**config.mk**
```make
export PLATFORM = sky130hd
export DESIGN_NAME = sphck_recip
export DESIGN_NICKNAME = d
export VERILOG_FILES = /design/src/sv/sphck_recip.sv
export SDC_FILE = /design/constraint.sdc
export NUM_CORES = 1
export LEC_CHECK = 0
export BUFFER_PORTS_ARGS = -buffer_cell sky130_fd_sc_hd__buf_2
export CORE_MARGIN = 2
export CORE_UTILIZATION = 52
export DETAILED_ROUTE_END_ITERATION = 12
export PLACE_DENSITY = 0.81
export SLEW_MARGIN = 20
export SYNTH_ARGS = -nofsm -noshare
export SYNTH_HDL_FRONTEND = slang
export SYNTH_SLANG_ARGS = --single-unit
```
**constraint.sdc**
```tcl
create_clock -name clk -period 7 [get_ports clk]
set_clock_uncertainty 0.05 [all_clocks]
set_input_delay 0.35 -clock clk [delete_from_list [all_inputs] [get_ports clk]]
set_output_delay 0.35 -clock clk [all_outputs]
set_load 0.01 [all_outputs]
```
**src/sv/sphck_recip.sv**
```systemverilog
// ----------------------------------------------------------------------------
// SPH kernel reciprocal unit
// Restoring divider that forms 1/h = 2^(FRAC_BITS+33) / support, one quotient
// bit per cycle, after each write of the support register.
// ----------------------------------------------------------------------------
module sphck_recip #(
	parameter int FRAC_BITS = 16,
	localparam int IHW = FRAC_BITS + 34,
	localparam int CW = $clog2(IHW + 1)
) (
	input  logic           clk,
	input  logic           arst_n,
	input  logic           load,
	input  logic [31:0]    dvs,
	output logic [IHW-1:0] ih
);

	logic [CW-1:0]  cnt_q;
	logic [31:0]    dvs_q;
	logic [31:0]    rem_q;
	logic [IHW-1:0] quo_q;
	logic [IHW-1:0] ih_q;
	logic [32:0]    trial;
	logic           take;
	logic [31:0]    rem_n;

	always_comb begin
		// the dividend is a single one at its top bit
		trial = {rem_q, (cnt_q == CW'(IHW))};
		take  = trial >= {1'b0, dvs_q};
		rem_n = take ? 32'(trial - {1'b0, dvs_q}) : trial[31:0];
	end

	always_ff @(posedge clk or negedge arst_n) begin
		if (!arst_n) begin
			cnt_q <= '0;
			ih_q  <= {{(IHW-34){1'b0}}, 1'b1, 33'd0};
		end else if (load) begin
			cnt_q <= CW'(IHW);
		end else if (cnt_q != '0) begin
			cnt_q <= cnt_q - CW'(1);
			if (cnt_q == CW'(1)) begin
				ih_q <= {quo_q[IHW-2:0], take};
			end
		end
	end

	always_ff @(posedge clk) begin
		if (load) begin
			dvs_q <= dvs;
			rem_q <= '0;
			quo_q <= '0;
		end else if (cnt_q != '0) begin
			rem_q <= rem_n;
			quo_q <= {quo_q[IHW-2:0], take};
		end
	end

	assign ih = ih_q;

endmodule

```
==> metrics <==
TritonCTS clock tree built; FFs w/ async S/R, synth 33.14%; Vias 6141; worst hold path class primary input to asynchronous set/reset pin; pre-CTS setup slack 3.474 ns; layout cells sized above 1 24.04%; post-synthesis mux area share just under 8%; first-pass GRT wire length 27220 um; Final period util 51.33%; CTS root buffer clkbuf_16; CTS max path bufs 2; worst r2r src cnt_q[0]; full die area 16940 um^2; max-slew violation count 0; Avg WL per Cell ~14 um; fin area 9393 um^2; worst reg-to-reg path cell count 16; Hold Violations, Final 0; Resize count post-CTS 0; core area 15710 um^2; initial DRC count 384; Top Family by Delay on Critical Path compound AO/OA/AOI/OAI gates; mapped cell area 8277 um^2; GPL Wtd Cong 0.9020; DRC 0; CP Cell Sequence inv_1, ha_1, nand4_1, ha_1, inv_1, fa_1, a211oi_2, o21bai_1, a21oi_4, nor3_2, a2111oi_4, o22ai_1, a221oi_2, xor2_1, o21a_1, nor3_1; number of global-route vias before repair ~6000; largest family of logic cells by synthesized area compound AO/OA/AOI/OAI gates; post-synthesis compound-gate area fraction about 18%; area share of the largest cell type after synthesis 19.59%; antenna violations before repair 0; H-tree levels 4; worst reg2reg setup slack 3.41 ns; post-layout min period 3.593 ns; RSZ-0062 raised after global routing no; Area Overhead vs Synth 13.48%; clock latency at the later pin of the worst-skew pair 0.43 ns; Hold Slack 0.01217 ns; Die H between 100 and 150 um; final WL about 16000 um; quantity of hold-fixing buffers added after cts 0; fraction of the mapped netlist area in simple logic gates around 13%; cell taking the most area after synthesis dfxtp_1; hpwl dp 10490 um; IO buf count 84; #FFs+latches synth 169; Arrival @ worst endpoint 3.89 ns; Slowest-stage cell, CP fa_1; total grt overflow 0; DRT Pass-1 Iters 6; Pwr per Cell Area 221.8 nW/um^2; Initial Util 52.68%; Worst VDD drop 0.0001798 V; max_cap viols 0; status completed; Tot GR Track Use between 20% and 30%; XOR/XNOR Fraction of Synth Area just over 3%; critical path capture point type flop; commonest non-fill, non-tap cell in the layout nand2_1; Avg Cell Area, Syn 9.900 um^2; nets 969; number of enable flip-flop cells after synthesis 32; Slew headroom 49.05%; Inserted Clock Buffers 17; LEAKAGE roughly 4.3 nW; Setup-failing EPs final 0; Largest stage delay, worst path 0.42 ns; top cells by area, synth dfxtp_1 20%, dfrtp_1 17%, edfxtp_1 12%; required time of the critical path 7.30 ns; Synth Instances 836; crit path buf inv count 2; Worst-Margin Slew 0.7579 ns; Worst Path Max Fanout 5; Distinct cells, synth 64; Post-DP Area between 8000 and 9000 um^2; post-synthesis adder-cell area fraction 5.533%; Syn Nets roughly 910; Reg-to-Reg End rem_q[28]; setup_tns 0 ns; number of inserted diodes 0; Die W 130.2 um; Setup Buffers After CTS 0; most frequent cells in the layout 126 x nand2_1, 83 x buf_2, 81 x a21oi_1, 81 x dfxtp_1, 68 x nor2_1; WS Path Type flop to flop; antenna violation net count after detailed routing 0; Tot Pwr ~0.0021 W; top-level I/O count 85; clock slew at reported path FFs 0.07 ns; Max Freq 0.2783 GHz; clock sinks between 150 and 200; crit start category flop; Main synth FF type dfxtp_1; largest net degree at the start of global routing 109; final worst setup slack 3.407 ns; # rows 46; sequential area share after synthesis 48.15%; Synth Warn # 0; drt via density 5.449
==> worst max path at each step <==
stage,from,end,slack [ns],cells past startpoint
final,cnt_q[0],rem_q[28],3.41,16
after global routing,cnt_q[0],rem_q[28],3.18,16
after CTS,cnt_q[0],rem_q[28],3.44,16
after detailed placement,cnt_q[0],rem_q[28],3.47,16
after global placement,cnt_q[0],rem_q[28],3.58,16
after floorplan,cnt_q[0],rem_q[28],3.78,16
==> power by group <==
group	leakage (nW)	switching, W	internal [W]
combinational	2.27	0.0000919	0.0000528
sequential	1.73	0.0000102	0.00102
clock	0.279	0.000421	0.000491
total	4.28	0.000523	0.00156
==> per-stage QoR <==
| step | std cells | utilization, % |
|---|---|---|
| 2_1_floorplan | 836 | - |
| 3_3_place_gp | 1095 | 56.01 |
| 3_5_place_dp | 1095 | 56.01 |
| 4_1_cts | 1127 | 59.68 |
| 5_1_grt | 1127 | 59.78 |
| 6_report | 1127 | 59.78 |
==> per-layer routing <==
layer | GRT usage [%] | vias up | share of wire [%]
met5 | 0 | - | 0
met4 | 7.147 | 0 | 1.5
met3 | 3.854 | 21 | 3.9
met2 | 32.68 | 119 | 48
met1 | 26.75 | 2952 | 47
li1 | - | 3049 | -
==> layout make-up <==
| type | count | area (um^2) |
|---|---|---|
| Clock buffer | 19 | 454.2 |
| Fill cell | 1315 | 6320 |
| Sequential cell | 169 | 3985 |
| Tap cell | 216 | 270.3 |
| Multi-Input combinational cell | 583 | 3961 |
| Timing Repair Buffer | 88 | 452.9 |
| Clock inverter | 13 | 122.6 |
| Inverter | 39 | 146.4 |
==> cells in the mapped netlist (all sizes together), types with 4 or more instances <==
cell type,number
nand3,13
dfxtp,81
nand4,4
buf,12
and2,5
o21bai,9
mux2,49
xnor2,16
clkbuf,33
inv,39
a21oi,97
nand2,128
nor2,68
edfxtp,32
ha,35
nand2b,4
nor2b,4
o31ai,4
mux2i,9
xor2,13
a31oi,4
nor3,11
dfrtp,55
and3,4
o21ai,23
a21o,16
a211oi,36
==> flip-flops by register name, indices dropped and copies added (netlist names) <==
signal  count
quo_q      49
dvs_q      32
cnt_q       6
ih         50
rem_q      32
==> cells by family after synthesis <==
kind of cell    after synthesis
mux                          58
buf+inv                      84
flops                       169
xor+xnor                     29
simple gates                254
fa+ha+maj                    36
compound gates              206
No activity file was read; power rests on OpenSTA's default activity.
